<file path="config.mk">
export PLATFORM = sky130hd
export DESIGN_NAME = usb_setup_request_handler
export DESIGN_NICKNAME = d
export VERILOG_FILES = /design/src/usbreq_pkg.sv /design/src/usb_setup_request_handler.sv
export SDC_FILE = /design/constraint.sdc
export NUM_CORES = 1
export LEC_CHECK = 0
export BUFFER_PORTS_ARGS = -buffer_cell sky130_fd_sc_hd__buf_2
export CAP_MARGIN = 10
export CELL_PAD_IN_SITES_DETAIL_PLACEMENT = 1
export CELL_PAD_IN_SITES_GLOBAL_PLACEMENT = 2
export CORE_AREA = 2 2 129 93
export DETAILED_ROUTE_END_ITERATION = 10
export DIE_AREA = 0 0 131 95
export PLACE_DENSITY = 0.92
export SKIP_LAST_GASP = 1
export SYNTH_ARGS = -nofsm -noshare
export SYNTH_HDL_FRONTEND = slang
export SYNTH_SLANG_ARGS = --single-unit
</file>
<file path="constraint.sdc">
create_clock -name clk -period 3.05 [get_ports clk]
set_input_delay 0.1525 -clock clk [delete_from_list [all_inputs] [get_ports clk]]
set_output_delay 0.1525 -clock clk [all_outputs]
set_load 0.01 [all_outputs]
</file>
<file path="src/usbreq_pkg.sv">
`timescale 1ns / 1ps
// ----------------------------------------------------------------------------
// usbreq_pkg
// Shared constants for the USB setup request handler: interface count,
// request codes, descriptor types, reply kinds and device states.
// ----------------------------------------------------------------------------
package usbreq_pkg;

  // Interface table
  localparam int NUM_INTERFACES = 4;
  localparam int IFC_IDX_W      = (NUM_INTERFACES > 1) ? $clog2(NUM_INTERFACES) : 1;

  // Configuration register indexes
  localparam int CFG_IDX_W = 1;
  localparam logic [CFG_IDX_W-1:0] CFG_OS_VENDOR_CODE = 1'd0;
  localparam logic [CFG_IDX_W-1:0] CFG_SERIAL_VALID   = 1'd1;
  localparam logic [7:0]           OS_VENDOR_CODE_RST = 8'h01;

  // bmRequestType type field
  localparam logic [1:0] RT_STANDARD = 2'd0;
  localparam logic [1:0] RT_VENDOR   = 2'd2;

  // Standard request codes
  localparam logic [7:0] REQ_GET_STATUS        = 8'd0;
  localparam logic [7:0] REQ_SET_ADDRESS       = 8'd5;
  localparam logic [7:0] REQ_GET_DESCRIPTOR    = 8'd6;
  localparam logic [7:0] REQ_GET_CONFIGURATION = 8'd8;
  localparam logic [7:0] REQ_SET_CONFIGURATION = 8'd9;
  localparam logic [7:0] REQ_GET_INTERFACE     = 8'd10;
  localparam logic [7:0] REQ_SET_INTERFACE     = 8'd11;

  // Descriptor types and special indexes
  localparam logic [7:0] DT_DEVICE   = 8'd1;
  localparam logic [7:0] DT_CONFIG   = 8'd2;
  localparam logic [7:0] DT_STRING   = 8'd3;
  localparam logic [7:0] STR_SERIAL  = 8'd3;
  localparam logic [7:0] STR_OS      = 8'hee;
  localparam logic [4:0] RCPT_MAX    = 5'd2;
  localparam logic [15:0] OS_IDX_COMPAT = 16'h0004;
  localparam logic [15:0] OS_IDX_PROPS  = 16'h0005;

  // Reply kinds
  localparam logic [3:0] K_NONE     = 4'd0;
  localparam logic [3:0] K_DEVICE   = 4'd1;
  localparam logic [3:0] K_CONFIG   = 4'd2;
  localparam logic [3:0] K_STR0     = 4'd3;
  localparam logic [3:0] K_STR3     = 4'd6;
  localparam logic [3:0] K_CHIP_SN  = 4'd7;
  localparam logic [3:0] K_OS_STR   = 4'd8;
  localparam logic [3:0] K_COMPAT   = 4'd9;
  localparam logic [3:0] K_PROPS    = 4'd10;
  localparam logic [3:0] K_RAM_BYTE = 4'd11;
  localparam logic [3:0] K_STATUS   = 4'd12;

  // Device states
  localparam logic [1:0] DS_DEFAULT    = 2'd0;
  localparam logic [1:0] DS_ADDR_PEND  = 2'd1;
  localparam logic [1:0] DS_ADDRESSED  = 2'd2;
  localparam logic [1:0] DS_CONFIGURED = 2'd3;

  // Reply lengths
  localparam logic [1:0] LEN_NONE   = 2'd0;
  localparam logic [1:0] LEN_BYTE   = 2'd1;
  localparam logic [1:0] LEN_STATUS = 2'd2;

  // One result item
  typedef struct packed {
    logic [1:0] device_state_out;
    logic       endpoints_init;
    logic       endpoints_reset;
    logic [6:0] new_address;
    logic       address_load;
    logic [1:0] reply_length;
    logic [7:0] reply_byte;
    logic       accepted;
  } result_t;

endpackage

</file>
<file path="src/usb_setup_request_handler.sv">
`timescale 1ns / 1ps
// ----------------------------------------------------------------------------
// usb_setup_request_handler
// Decodes one USB setup packet per item, keeps device state, active
// configuration and the alternate setting table, and returns one result.
// ----------------------------------------------------------------------------
//  channel   dir  handshake              payload
//  s_axis    in   s_tvalid / s_tready    s_tdata: type, code, value, index
//  m_axis    out  m_tvalid / m_tready    m_tdata: result fields, m_tuser: kind
//  cfg       in   cfg_we                 cfg_index, cfg_wdata
//
//  One item per cycle while the output is not stalled; a result appears in the
//  cycle after its item is taken. The decode and state update sit between the
//  input handshake and a single result register; the state registers update on
//  the accepting edge. s_tready stays high while the result register is empty or being taken.
//  rst (synchronous) clears device state, configuration, alternate settings,
//  serial_valid and the result valid flag, and sets os_vendor_code to its reset value.
// ----------------------------------------------------------------------------
module usb_setup_request_handler (
  input  logic                             clk,
  input  logic                             rst,
  // request_type[7:0], request_code[15:8], request_value[31:16],
  // request_index[47:32]
  input  logic [47:0]                      s_tdata,
  input  logic                             s_tvalid,
  output logic                             s_tready,
  // accepted[0], reply_byte[8:1], reply_length[10:9], address_load[11],
  // new_address[18:12], endpoints_reset[19], endpoints_init[20],
  // device_state_out[22:21], zero[23]
  output logic [23:0]                      m_tdata,
  // reply_kind[3:0]
  output logic [3:0]                       m_tuser,
  output logic                             m_tvalid,
  input  logic                             m_tready,
  input  logic                             cfg_we,
  input  logic [usbreq_pkg::CFG_IDX_W-1:0] cfg_index,
  input  logic [7:0]                       cfg_wdata
);
  import usbreq_pkg::*;

  // Config registers
  logic [7:0] os_vendor_code;
  logic       serial_valid;

  // Device state
  logic [1:0] device_state;
  logic [1:0] device_state_next;
  logic [7:0] active_config;
  logic [7:0] active_config_next;
  logic [7:0] alt_settings      [NUM_INTERFACES];
  logic [7:0] alt_settings_next [NUM_INTERFACES];

  // Result register
  result_t    result;
  result_t    result_next;
  logic [3:0] result_kind;
  logic [3:0] result_kind_next;
  logic       out_valid;

  // Field view of the input item
  logic [7:0]  request_type;
  logic [7:0]  request_code;
  logic [15:0] request_value;
  logic [15:0] request_index;
  logic        to_host;
  logic [1:0]  rtype_kind;
  logic        ifc_in_range;
  logic [IFC_IDX_W-1:0] ifc_sel;
  logic        in_fire;

  assign request_type  = s_tdata[7:0];
  assign request_code  = s_tdata[15:8];
  assign request_value = s_tdata[31:16];
  assign request_index = s_tdata[47:32];
  assign to_host       = request_type[7];
  assign rtype_kind    = request_type[6:5];
  assign ifc_in_range  = request_index < 16'(NUM_INTERFACES);
  assign ifc_sel       = request_index[IFC_IDX_W-1:0];

  assign s_tready = !out_valid || m_tready;
  assign in_fire  = s_tvalid && s_tready;

  // Decode the request and work out the next state
  always_comb begin
    device_state_next  = device_state;
    active_config_next = active_config;
    for (int i = 0; i < NUM_INTERFACES; i++) begin
      alt_settings_next[i] = alt_settings[i];
    end
    result_next      = '0;
    result_kind_next = K_NONE;

    if (rtype_kind == RT_STANDARD) begin
      unique case (request_code)
        REQ_SET_ADDRESS: begin
          result_next.accepted     = 1'b1;
          result_next.address_load = 1'b1;
          result_next.new_address  = request_value[6:0];
          device_state_next        = DS_ADDR_PEND;
        end
        REQ_GET_DESCRIPTOR: begin
          if (to_host) begin
            unique case (request_value[15:8])
              DT_DEVICE: begin
                result_next.accepted = 1'b1;
                result_kind_next     = K_DEVICE;
              end
              DT_CONFIG: begin
                result_next.accepted = 1'b1;
                result_kind_next     = K_CONFIG;
              end
              DT_STRING: begin
                if (request_value[7:0] < STR_SERIAL) begin
                  result_next.accepted = 1'b1;
                  result_kind_next     = K_STR0 + request_value[3:0];
                end else if (request_value[7:0] == STR_SERIAL) begin
                  result_next.accepted = 1'b1;
                  result_kind_next     = serial_valid ? K_STR3 : K_CHIP_SN;
                end else if (request_value[7:0] == STR_OS) begin
                  result_next.accepted = 1'b1;
                  result_kind_next     = K_OS_STR;
                end
              end
              default: ;
            endcase
          end
        end
        REQ_SET_CONFIGURATION: begin
          result_next.accepted        = 1'b1;
          result_next.endpoints_reset = 1'b1;
          for (int i = 0; i < NUM_INTERFACES; i++) begin
            alt_settings_next[i] = '0;
          end
          active_config_next = request_value[7:0];
          if (request_value[7:0] == 8'd0) begin
            device_state_next = DS_ADDRESSED;
          end else begin
            device_state_next          = DS_CONFIGURED;
            result_next.endpoints_init = 1'b1;
          end
        end
        REQ_GET_CONFIGURATION: begin
          result_next.accepted     = 1'b1;
          result_kind_next         = K_RAM_BYTE;
          result_next.reply_byte   = active_config;
          result_next.reply_length = LEN_BYTE;
        end
        REQ_GET_STATUS: begin
          if (request_type[4:0] <= RCPT_MAX) begin
            result_next.accepted     = 1'b1;
            result_kind_next         = K_STATUS;
            result_next.reply_length = LEN_STATUS;
          end
        end
        REQ_GET_INTERFACE: begin
          if (ifc_in_range) begin
            result_next.accepted     = 1'b1;
            result_kind_next         = K_RAM_BYTE;
            result_next.reply_length = LEN_BYTE;
            result_next.reply_byte   = alt_settings[ifc_sel];
          end
        end
        REQ_SET_INTERFACE: begin
          if (ifc_in_range) begin
            result_next.accepted       = 1'b1;
            alt_settings_next[ifc_sel] = request_value[7:0];
          end
        end
        default: ;
      endcase
    end else if (rtype_kind == RT_VENDOR) begin
      if (request_code == os_vendor_code && to_host) begin
        if (request_index == OS_IDX_COMPAT) begin
          result_next.accepted = 1'b1;
          result_kind_next     = K_COMPAT;
        end else if (request_index == OS_IDX_PROPS) begin
          result_next.accepted = 1'b1;
          result_kind_next     = K_PROPS;
        end
      end
    end

    result_next.device_state_out = device_state_next;
  end

  // Write config registers
  always_ff @(posedge clk) begin
    if (rst) begin
      os_vendor_code <= OS_VENDOR_CODE_RST;
      serial_valid   <= 1'b0;
    end else if (cfg_we) begin
      unique case (cfg_index)
        CFG_OS_VENDOR_CODE: os_vendor_code <= cfg_wdata;
        CFG_SERIAL_VALID:   serial_valid   <= cfg_wdata[0];
        default: ;
      endcase
    end
  end

  // Advance device state on each accepted item
  always_ff @(posedge clk) begin
    if (rst) begin
      device_state  <= DS_DEFAULT;
      active_config <= '0;
      for (int i = 0; i < NUM_INTERFACES; i++) begin
        alt_settings[i] <= '0;
      end
    end else if (in_fire) begin
      device_state  <= device_state_next;
      active_config <= active_config_next;
      for (int i = 0; i < NUM_INTERFACES; i++) begin
        alt_settings[i] <= alt_settings_next[i];
      end
    end
  end

  // Hold the result until taken
  always_ff @(posedge clk) begin
    if (rst) begin
      out_valid <= 1'b0;
    end else if (in_fire) begin
      out_valid <= 1'b1;
    end else if (m_tready) begin
      out_valid <= 1'b0;
    end
  end

  always_ff @(posedge clk) begin
    if (in_fire) begin
      result      <= result_next;
      result_kind <= result_kind_next;
    end
  end

  assign m_tvalid = out_valid;
  assign m_tdata  = {1'b0, result};
  assign m_tuser  = result_kind;

`ifndef SYNTHESIS
  // Endpoint init only comes with endpoint reset
  a_init_with_reset: assert property (@(posedge clk) disable iff (rst)
    out_valid && result.endpoints_init |-> result.endpoints_reset)
    else $error("endpoints_init without endpoints_reset");

  // Reply length follows the reply kind
  a_len_kind: assert property (@(posedge clk) disable iff (rst)
    out_valid |-> ((result.reply_length != LEN_NONE) ==
                   (result_kind == K_RAM_BYTE || result_kind == K_STATUS)))
    else $error("reply_length does not match reply_kind");

  // Set address moves the device to address pending
  a_set_addr_state: assert property (@(posedge clk) disable iff (rst)
    in_fire && rtype_kind == RT_STANDARD && request_code == REQ_SET_ADDRESS
    |=> device_state == DS_ADDR_PEND && result.address_load)
    else $error("set address did not update state");

  // Reported state matches the stored state after each item
  a_state_out: assert property (@(posedge clk) disable iff (rst)
    $past(in_fire) |-> result.device_state_out == device_state)
    else $error("device_state_out out of step with device_state");
`endif

endmodule
</file>
Word level (Yosys, flattened, before mapping):

Memory sizes are Yosys's and may differ from the RTL's.
Index checks and enable logic that the tools add are counted.

* memory bits (writable): 32
* output and inout port bits: 30
* input bits: 62
* memories: 1
* flip-flop bits (word level): 47

* bitwise operators: 6
* $lt $le $gt $ge: 5
* reductions and logical operators: 16
* muxes and demuxes: 54
* $add $sub $neg: 1
* equal/unequal tests: 15

Memories
* alt_settings: depth 4, width 8, read ports 5, clocked after memory_dff 0, write ports 4, RTL line usb_setup_request_handler.sv:50 `logic [7:0] alt_settings [NUM_INTERFACES];`

Operators with widths (count)
* $mux 32: 2
* $pmux 32 s2: 1
* $mux 4: 11
* $mux 8: 5
* $bwmux 32: 1
* $eq 16x3->1 const B: 2
* $eq 8x4->1 const B: 4
* $eq 8x2->1 const B: 3
* $mux 1: 23
* $demux 8 s2: 1
* $eq 8x3->1 const B: 2
* $logic_not 8->1: 2
* $lt 16x3->1 const B: 1
* $pmux 4 s4: 1
* $pmux 8 s2: 1
* $pmux 4 s3: 1
* $mux 10: 1
* $eq 8x1->1 const B: 1
* $eq 8x8->1: 1
* $eq 8x8->1 const B: 1
* $lt 8x2->1 const B: 1
* $reduce_and 2->1: 4
* $pmux 2 s3: 1
* $le 5x2->1 const B: 1
* 19 further kinds: 25

Longest topological paths before layout:

Gate-level depths: netlist of run 1.

* depth in word-level cells: 10
* depth in mapped cells: 7
* depth with buffers taken out: 7

Least setup slack after synthesis of run 1:

No wires, ideal clock.

* kind: input -> register
* start: input port s_tdata[47]
* end: memory alt_settings[0][0] (enable)
* slack: 1267 ps
* arrival time: 1418 ps
* required time: 2684 ps
* cell stages on the path: 4
* path buffers: 0
* path through: nor4_1 nand4_1 o21ai_0 a31o_2

RTL lines
* start, declared: RTL line usb_setup_request_handler.sv:24 `input logic [47:0] s_tdata,`
* end, declared: RTL line usb_setup_request_handler.sv:50

==> results of run 1 <==
[tightest hold or removal path, delay by kind of cell]
kind	cells	cell delay [ps]
AND/OR/NAND/NOR	1	40
AO/OA/AOI/OAI	1	50
buffers and inverters	1	100
[cells by family after synthesis]
logic type      count (synthesis)
fa+ha+maj                       4
flops                          79
buf+inv                        42
compound gates                 65
simple gates                  170
other cells                     1
xor+xnor                       10
mux                            22
[state kept, by name, indices dropped and copies added (netlist names)]
register / cells
alt_settings: 32
m_tdata: 23
active_config: 8
os_vendor_code: 8
m_tuser: 4
device_state: 2
m_tvalid: 1
serial_valid: 1
[routing by layer]
metal / GRT usage (%) / vias up / wire (µm)
met3: 4.19 / 11 / 524
met5: 0 / - / 0
li1: - / 1546 / -
met4: 4.52 / 0 / 97
met2: 32.5 / 79 / 5430
met1: 25.9 / 1590 / 5170
[metrics by stage]
stage / power, mW / setup slack, ps / cells
global route: 2.57 / 800 / 634
CTS: 2.51 / 1060 / 634
global placement: 1.47 / 826 / 618
finish: 2.49 / 1070 / 634
detailed placement: 1.48 / 701 / 618
floorplan: 1.36 / 1270 / 393
[final cells by class]
cell class	count	area, µm²
sequential	79	2170
clock buffer	13	270
multi-input combinational	272	1650
fill	1315	6520
inverter	18	67.6
tap	157	196
clock inverter	3	17.5
timing repair buffer	92	465
[placed cells by master (no fill, tap or decap), types with 2 or more instances in the layout]
cell,instances
a21oi_1,40
a31o_2,2
a41oi_1,2
and2_1,5
buf_2,90
buf_4,2
clkbuf_16,9
clkbuf_8,3
clkinv_2,2
dfxtp_1,20
edfxtp_1,59
ha_1,4
inv_1,18
mux2i_1,14
mux4_2,8
nand2_1,78
nand2b_1,4
nand3_1,13
nand4_1,8
nand4b_1,3
nor2_1,31
nor2b_1,6
nor3_1,4
nor4_1,7
nor4_4,2
o211ai_1,4
o21ai_0,13
xnor2_1,8
xor2_1,2
[worst paths after layout]
check                                       start            endpoint  slack [ps]  cells after the start
worst max register to register           m_tvalid  alt_settings[1][3]        1160                      4
worst max-delay path                  s_tdata[38]  alt_settings[1][3]        1070                      5
worst min register to register  os_vendor_code[2]   os_vendor_code[2]         470                      2
worst min-delay path                 cfg_wdata[6]   os_vendor_code[6]          50                      3
[power groups by stage]
stage | clock, mW | sequential (mW) | combinational [mW]
after floorplan | 0 | 1.24 | 0.125
after global placement | 0 | 1.23 | 0.236
after detailed placement | 0 | 1.23 | 0.246
after CTS | 1.05 | 1.21 | 0.247
after global routing | 1.08 | 1.21 | 0.272
final | 1.03 | 1.21 | 0.244
==> impl_metrics.yaml, run 1 <==
run_status:
  status: "finished clean"
global_route:
  grt_max_degree: 33
  grt_pass1_wl_um: 18200
  antenna_found_initial: 0
  track_usage_pct: 19.4
  grt_pass1_vias: 3409
  gr-total-overflow: 0
placement:
  placed_cell_area_um2: 4550
  gp_congestion: 0.812
  io_buffers: 90
  place_hpwl_um: 8330
clocking:
  ctsHoldBuffers: 0
  cts_tree: "built"
  ctsResizeCount: 0
  cts_made_buffers: 9
  clk_pin_slew_worst_paths_ps: 60
  cts_root_buf: "clkbuf_16"
  clock_latency_ps: 340
  cts-htree-levels: 3
  postCtsSetupBuffers: 0
  cts_sinks: 79
  clk_path_buf_depth: 2
synth:
  synth.distinct_cells: 42
  synth_top_area_share_pct: 44.5
  synth_most_common_cell: "nand2_1"
  avgSynthCellArea_um2: 10.1
  synth_fa_ha_area_share_pct: 1.26
  muxShareOfSynthArea_pct: 8.05
  async_flop_share_pct: 0
  synth_warnings: 0
  synth_top_family_by_area: "simple AND/OR/NAND/NOR gates"
  synth_compound_area_share_pct: 8.99
  synthXorXnorAreaFrac_pct: 2.20
  synth_ff_type: "edfxtp_1"
  ys_top_cells_by_count: "nand2_1, edfxtp_1, a21oi_1"
  synth-seq-cells: 79
  yosys.area.top_type: "edfxtp_1"
  synth.area.top_cells: "edfxtp_1, dfxtp_1, nand2_1"
  syn_area_um2: 3980
  yosys.area_share.simple_pct: 20.7
  syn-num-nets: 459
  yosysSeqAreaShare_pct: 54.6
  synth_cells: 393
  synth_edf_count: 59
sta:
  worst_slew_pin_slew_ps: 748
  setup_viol: 0
  hold_viol_final: 0
  fin_skew_ps: 4.88
  whs_ps: 46.8
  slew_violations: 0
  slew_headroom_pct: 49.8
  period_share_pct: 64.9
  grt_setup_unrepaired: "no"
  fmax_mhz: 505
  final.setup.tns_ps: 0
  period_needed_ps: 1980
floorplanning:
  fp.dieW_um: 131
  fp-row-count: 33
  fp.dieH_um: 95
  start_util_pct: 35.1
  core-area_um2: 11400
  ios: 92
  dieArea_um2: 12400
setup_path:
  critPathTopFamily: "compound AO/OA/AOI/OAI gates"
  cp-start-kind: "input pin"
  cp.required_ps: 3020
  crit_chain: "buf_2 -> nor4_1 -> nand4_1 -> o21ai_0 -> a31o_2"
  crit_slowest_cell: "a31o_2"
  crit_fanout: 24
  worstSetupPathType: "input pin to register"
  endpoint_kind: "register"
  arrival_ps: 1950
  path_buf_inv: 1
  slowest_delay_ps: 680
pwr:
  clkPwrFrac_pct: 41.6
  p_int_mw: 1.90
  p_leak_nw: 1.89
  seqPwrFrac_pct: 48.6
  pwr-share-comb_pct: 9.8
  p_sw_share_pct: 23.6
  switchingPower_mw: 0.587
  power_density_nw_per_um2: 514
  ir_worst_vdd_mv: 0.235
flow_run:
  drv_cap: 0
final_layout:
  drive_above_1_share_pct: 25.6
  antennaDiodeCount: 0
  fin_area_um2: 4830
  syn2layout_area_growth_pct: 21.5
  final_nets: 538
  final_util_pct: 42.6
detailed_routing:
  route.detailed.drc: 0
  drt_wl_total_um: 11200
  vias: 3226
  drtPass1Iterations: 4
  wl_per_cell_um: 17.7
  vias_per_cell: 5.09
  postRouteAntennaNets: 0
  drtIter0Drc: 279
worst_hold_path:
  hold_path.class: "input pin to register"
(Power assumes the default switching activity.)
==> run 2: changes to the inputs <==
- ABC_AREA: unset -> 1
- CORE_AREA: 2 2 129 93 -> 2 2 149 107
- DIE_AREA: 0 0 131 95 -> 0 0 151 109
- PLACE_DENSITY: 0.92 -> 0.83
- clock period: 3.05 -> 1.62 ns (I/O delays scaled with it)
==> impl_metrics.yaml, run 2 <==
run_status:
  status: "finished clean"
clocking:
  clk_path_buf_depth: 2
  cts_tree: "built"
  cts_made_buffers: 9
  clk_pin_slew_worst_paths_ps: 60
  cts_root_buf: "clkbuf_16"
  cts-htree-levels: 3
  cts_sinks: 79
  clock_latency_ps: 340
  postCtsSetupBuffers: 0
setup_path:
  startpoint: "m_tvalid"
  reg2reg_from: "m_tvalid"
  cp.required_ps: 1800
  rrSetupSlack_ps: 120
  crit_chain: "nand2_4 -> nand2_4 -> nor2_1 -> nand4_1 -> buf_12 -> a21oi_1"
  crit_slowest_cell: "dfxtp_2"
  path_buf_inv: 1
  crit_fanout: 32
  arrival_ps: 1680
  slowest_delay_ps: 330
  cp-start-kind: "register"
  worstSetupPathType: "register to register"
  endpoint_kind: "register"
  critPathTopFamily: "simple AND/OR/NAND/NOR gates"
  cpMostUsedCell: "nand2_4"
synth:
  synth.area.top_cells: "edfxtp_1, nand2_1, dfxtp_1"
  synth-seq-cells: 79
  avgSynthCellArea_um2: 7.95
  yosys.area.top_type: "edfxtp_1"
  yosysSeqAreaShare_pct: 52.4
  synth_top_family_by_area: "simple AND/OR/NAND/NOR gates"
  yosys.area_share.simple_pct: 27.1
  synth_cells: 522
  synth_most_common_cell: "nand2_1"
  muxShareOfSynthArea_pct: 0
  synth.distinct_cells: 32
  synth_ff_type: "edfxtp_1"
  synth_warnings: 0
  synth_edf_count: 59
  synth_compound_area_share_pct: 11.8
  synth_top_area_share_pct: 42.7
  async_flop_share_pct: 0
  synth_fa_ha_area_share_pct: 1.21
  synthXorXnorAreaFrac_pct: 0.844
  syn_area_um2: 4150
  syn-num-nets: 588
  ys_top_cells_by_count: "nand2_1, nor2_1, edfxtp_1"
final_layout:
  drive_above_1_share_pct: 24.2
  syn2layout_area_growth_pct: 33.0
  final_nets: 719
  fin_area_um2: 5520
  largest_reg_flops: 32
  layout_common_cells: "nand2_1, buf_2, nor2_1"
  regMostFlops: "alt_settings"
  final_common_cell: "nand2_1"
  antennaDiodeCount: 0
  fillers: 1870
floorplanning:
  fp-row-count: 38
  start_util_pct: 27.4
  fp.dieW_um: 151
  dieArea_um2: 16500
  core-area_um2: 15100
  fp.dieH_um: 109
  ios: 92
sta:
  setup_viol: 0
  fin_skew_ps: 6.95
  hold_viol_final: 0
  period_needed_ps: 1500
  worst_slew_pin_slew_ps: 573
  fmax_mhz: 666
  grt_setup_unrepaired: "no"
  slew_violations: 0
  period_share_pct: 92.6
  whs_ps: 40.6
  slew_headroom_pct: 61.7
global_route:
  use_met2_pct: 27.7
  use_met1_pct: 27.0
  antenna_found_initial: 0
  grt_max_degree: 33
  track_usage_pct: 18.3
  grt_pass1_wl_um: 22700
  grtUsageMet3_pct: 3.64
  grt_pass1_vias: 4243
  gr-max-usage-layer: "met2"
  gr-total-overflow: 0
pwr:
  power_density_nw_per_um2: 895
  p_leak_nw: 2.43
  ir_worst_vdd_mv: 0.497
placement:
  place_hpwl_um: 10900
  placed_cell_area_um2: 5120
  io_buffers: 90
  gp_congestion: 0.840
worst_hold_path:
  min_from: "cfg_we"
  hold_path.class: "input pin to register"
detailed_routing:
  drtPass1Iterations: 4
  drtIter0Drc: 256
  drt_wl_total_um: 14400
  vias: 4084
  vias_per_cell: 4.76
  route.detailed.drc: 0
  postRouteAntennaNets: 0
  wl_per_cell_um: 16.7
flow_run:
  drv_cap: 0
[run 2: final cells by class]
cell class / count / area (µm²) / share of cell area (%)
Tap cell: 200 / 250 / 4.54
Clock inverter: 6 / 67.6 / 1.22
Timing Repair Buffer: 134 / 828 / 15.0
Multi-Input combinational cell: 375 / 1750 / 31.7
Inverter: 54 / 208 / 3.76
Sequential cell: 79 / 2170 / 39.4
Clock buffer: 10 / 239 / 4.33
[run 2: cell families (layout without fill, tap and decap cells)]
kind of cell               after synthesis  after routing
adders and majority gates                4              4
buffers and inverters                   68            204
xor gates and xnor gates                 4              4
DFF                                     79             79
and+or+nand+nor                        273            273
other                                    1              1
AOI/OAI and AO/OA                       93             93
[run 2: tightest hold or removal path, cell delays in order]
cell and delay, ps:
buf_2 100, nand2_1 50, nand2_1 50, a21oi_1 50
[run 2: per-stage QoR]
stage | TNS [ps] | power, mW | util (%) | worst slack, ps | cells
after global routing | 0 | 5.14 | 36.5 | 0.126 | 858
after global placement | -264 | 2.85 | 33.9 | -78.7 | 833
after detailed placement | -1420 | 2.87 | 33.9 | -161 | 833
after floorplan | -12890 | 2.58 | - | -455 | 522
final | 0 | 4.94 | 36.5 | 120 | 858
after CTS | 0 | 4.99 | 36.5 | 75.8 | 858
[run 2: timing repair]
action	CTS	global route
setup endpoints to repair	0	1
resized for setup	0	1
endpoints found under the hold margin	10	0
hold buffers	9	0
[run 2: worst paths after layout]
kind                            cells after the start            endpoint
worst min register to register                      2     device_state[0]
worst max-delay path                                6  alt_settings[1][1]
worst min-delay path                                4        serial_valid
worst max register to register                      6  alt_settings[1][1]
[run 2: power breakdown]
part           total, mW  switching [mW]  internal, mW  leakage [nW]
clock               2.09           0.853          1.24         0.145
combinational      0.564           0.354         0.211          1.51
sequential          2.28          0.0361          2.24         0.770
[run 2: routing by layer]
| metal | wire (µm) | vias up |
|---|---|---|
| li1 | - | 1992 |
| met2 | 6290 | 103 |
| met5 | 0 | - |
| met4 | 137 | 0 |
| met3 | 939 | 14 |
| met1 | 7010 | 1975 |
==> run 3: changes to the inputs <==
- SETUP_SLACK_MARGIN: unset -> 0.15
==> impl_metrics.yaml, run 3 (synthesis results as in run 2) <==
setup_path:
  worstSetupPathType: "register to register"
  crit_fanout: 24
  cp-start-kind: "register"
  r2r_cells: 6
  rrSetupSlack_ps: 150
  reg2reg_to: "alt_settings[2][0]"
  slowest_delay_ps: 330
  arrival_ps: 1510
  cp.required_ps: 1660
  crit_slowest_cell: "dfxtp_2"
  endpoint_kind: "register"
  reg2reg_from: "m_tvalid"
  crit_chain: "nand2_4 -> nand2_8 -> clkinvlp_4 -> nand3_4 -> o31ai_4 -> buf_12"
sta:
  setup_viol: 0
  fin_skew_ps: 8.16
  slew_violations: 0
  fmax_mhz: 679
  period_share_pct: 90.9
  grt_setup_unrepaired: "yes"
  slew_headroom_pct: 62.0
  period_needed_ps: 1470
  worst_slew_pin_slew_ps: 568
  hold_viol_final: 0
final_layout:
  layout_common_cells: "nand2_1, buf_2, nor2_1"
  final_common_cell: "nand2_1"
  stdcell_count: 860
  largest_reg_flops: 32
  final_nets: 721
  regMostFlops: "alt_settings"
  drive_above_1_share_pct: 24.7
  fillers: 1873
  syn2layout_area_growth_pct: 34.0
  multi_input_comb_area_um2: 1770
  final_util_pct: 36.8
  regArea_um2: 2170
  antennaDiodeCount: 0
detailed_routing:
  wl_per_cell_um: 16.8
  drtIter0Drc: 293
  vias: 4144
  vias_per_cell: 4.82
  postRouteAntennaNets: 0
  drt_wl_total_um: 14400
  route.detailed.drc: 0
  drtPass1Iterations: 4
global_route:
  grt_pass1_wl_um: 22700
  grt_pass1_vias: 4237
  grt_max_degree: 33
  antenna_found_initial: 0
  gr-total-overflow: 0
  track_usage_pct: 18.3
floorplanning:
  fp.dieH_um: 109
  dieArea_um2: 16500
  fp-row-count: 38
  core-area_um2: 15100
  ios: 92
  fp.dieW_um: 151
  start_util_pct: 27.4
placement:
  place_hpwl_um: 10900
  dp.cells: 833
  io_buffers: 90
  gp_congestion: 0.840
worst_hold_path:
  hold_path.class: "input pin to register"
  holdPathStages: 4
  min_from: "cfg_we"
  min_delay_worst_endpoint: "serial_valid"
pwr:
  ir_worst_vdd_mv: 0.499
  p_leak_nw: 2.44
  power_density_nw_per_um2: 891
clocking:
  cts_sinks: 79
  clk_path_buf_depth: 2
  cts_tree: "built"
  cts-htree-levels: 3
  clk_pin_slew_worst_paths_ps: 60
  cts_root_buf: "clkbuf_16"
  cts_made_buffers: 9
  clock_latency_ps: 340
run_status:
  status: "finished clean"
flow_run:
  drv_cap: 0
## run 3: worst max-delay path by stage
stage / startpoint / end / slack, ps
floorplan: m_tvalid / alt_settings[0][0] / -460
global placement: s_tdata[32] / m_tdata[2] / -80
detailed placement: s_tdata[32] / m_tdata[2] / -160
CTS: m_tvalid / alt_settings[3][2] / 140
global route: m_tvalid / alt_settings[2][0] / 90
finish: m_tvalid / alt_settings[2][0] / 150
## run 3: per-layer routing
metal / part of all wire, % / track usage, %
met1: 50 / 27.2
met2: 44 / 27.6
met3: 6.0 / 3.64
met4: 0.79 / 3.81
met5: 0 / 0
## run 3: repair_timing
item                                   4_1_cts  5_1_grt
resized for setup                            1        5
setup buffers                                0        2
hold buffers                                 9        0
pin swaps                                    0        0
setup endpoints to repair                   35       67
endpoints found under the hold margin       10        0
## run 3: worst max-delay path, delay by kind of cell (launching register included)
kind | cells | cell delay (ps)
flops | 1 | 330
simple gates | 3 | 270
buf+inv | 2 | 310
compound gates | 1 | 250
## run 3: metrics by stage
step / hold slack (ps) / TNS (ps) / total power, mW / worst slack (ps) / instance area [µm²]
CTS: 29.1 / 0 / 4.99 / 139 / 5520
finish: 40.8 / 0 / 4.95 / 147 / 5560
floorplan: 143 / -12890 / 2.58 / -455 / 4200
global route: 40.8 / 0 / 5.15 / 85.4 / 5560
global placement: 305 / -264 / 2.85 / -78.7 / 5120
detailed placement: 311 / -1420 / 2.87 / -161 / 5120
## run 3: report_power, final
part	leakage [nW]	switching, mW	internal (mW)
registers	0.770	0.0362	2.24
logic	1.52	0.361	0.218
clock network	0.145	0.855	1.24
## run 3: layout make-up
cell class / count / share of cell area (%)
tap: 200 / 4.50
clock inverter: 6 / 1.22
multi-input combinational: 375 / 31.9
inverter: 54 / 3.74
timing repair buffer: 136 / 15.2
clock buffer: 10 / 4.30
sequential: 79 / 39.1
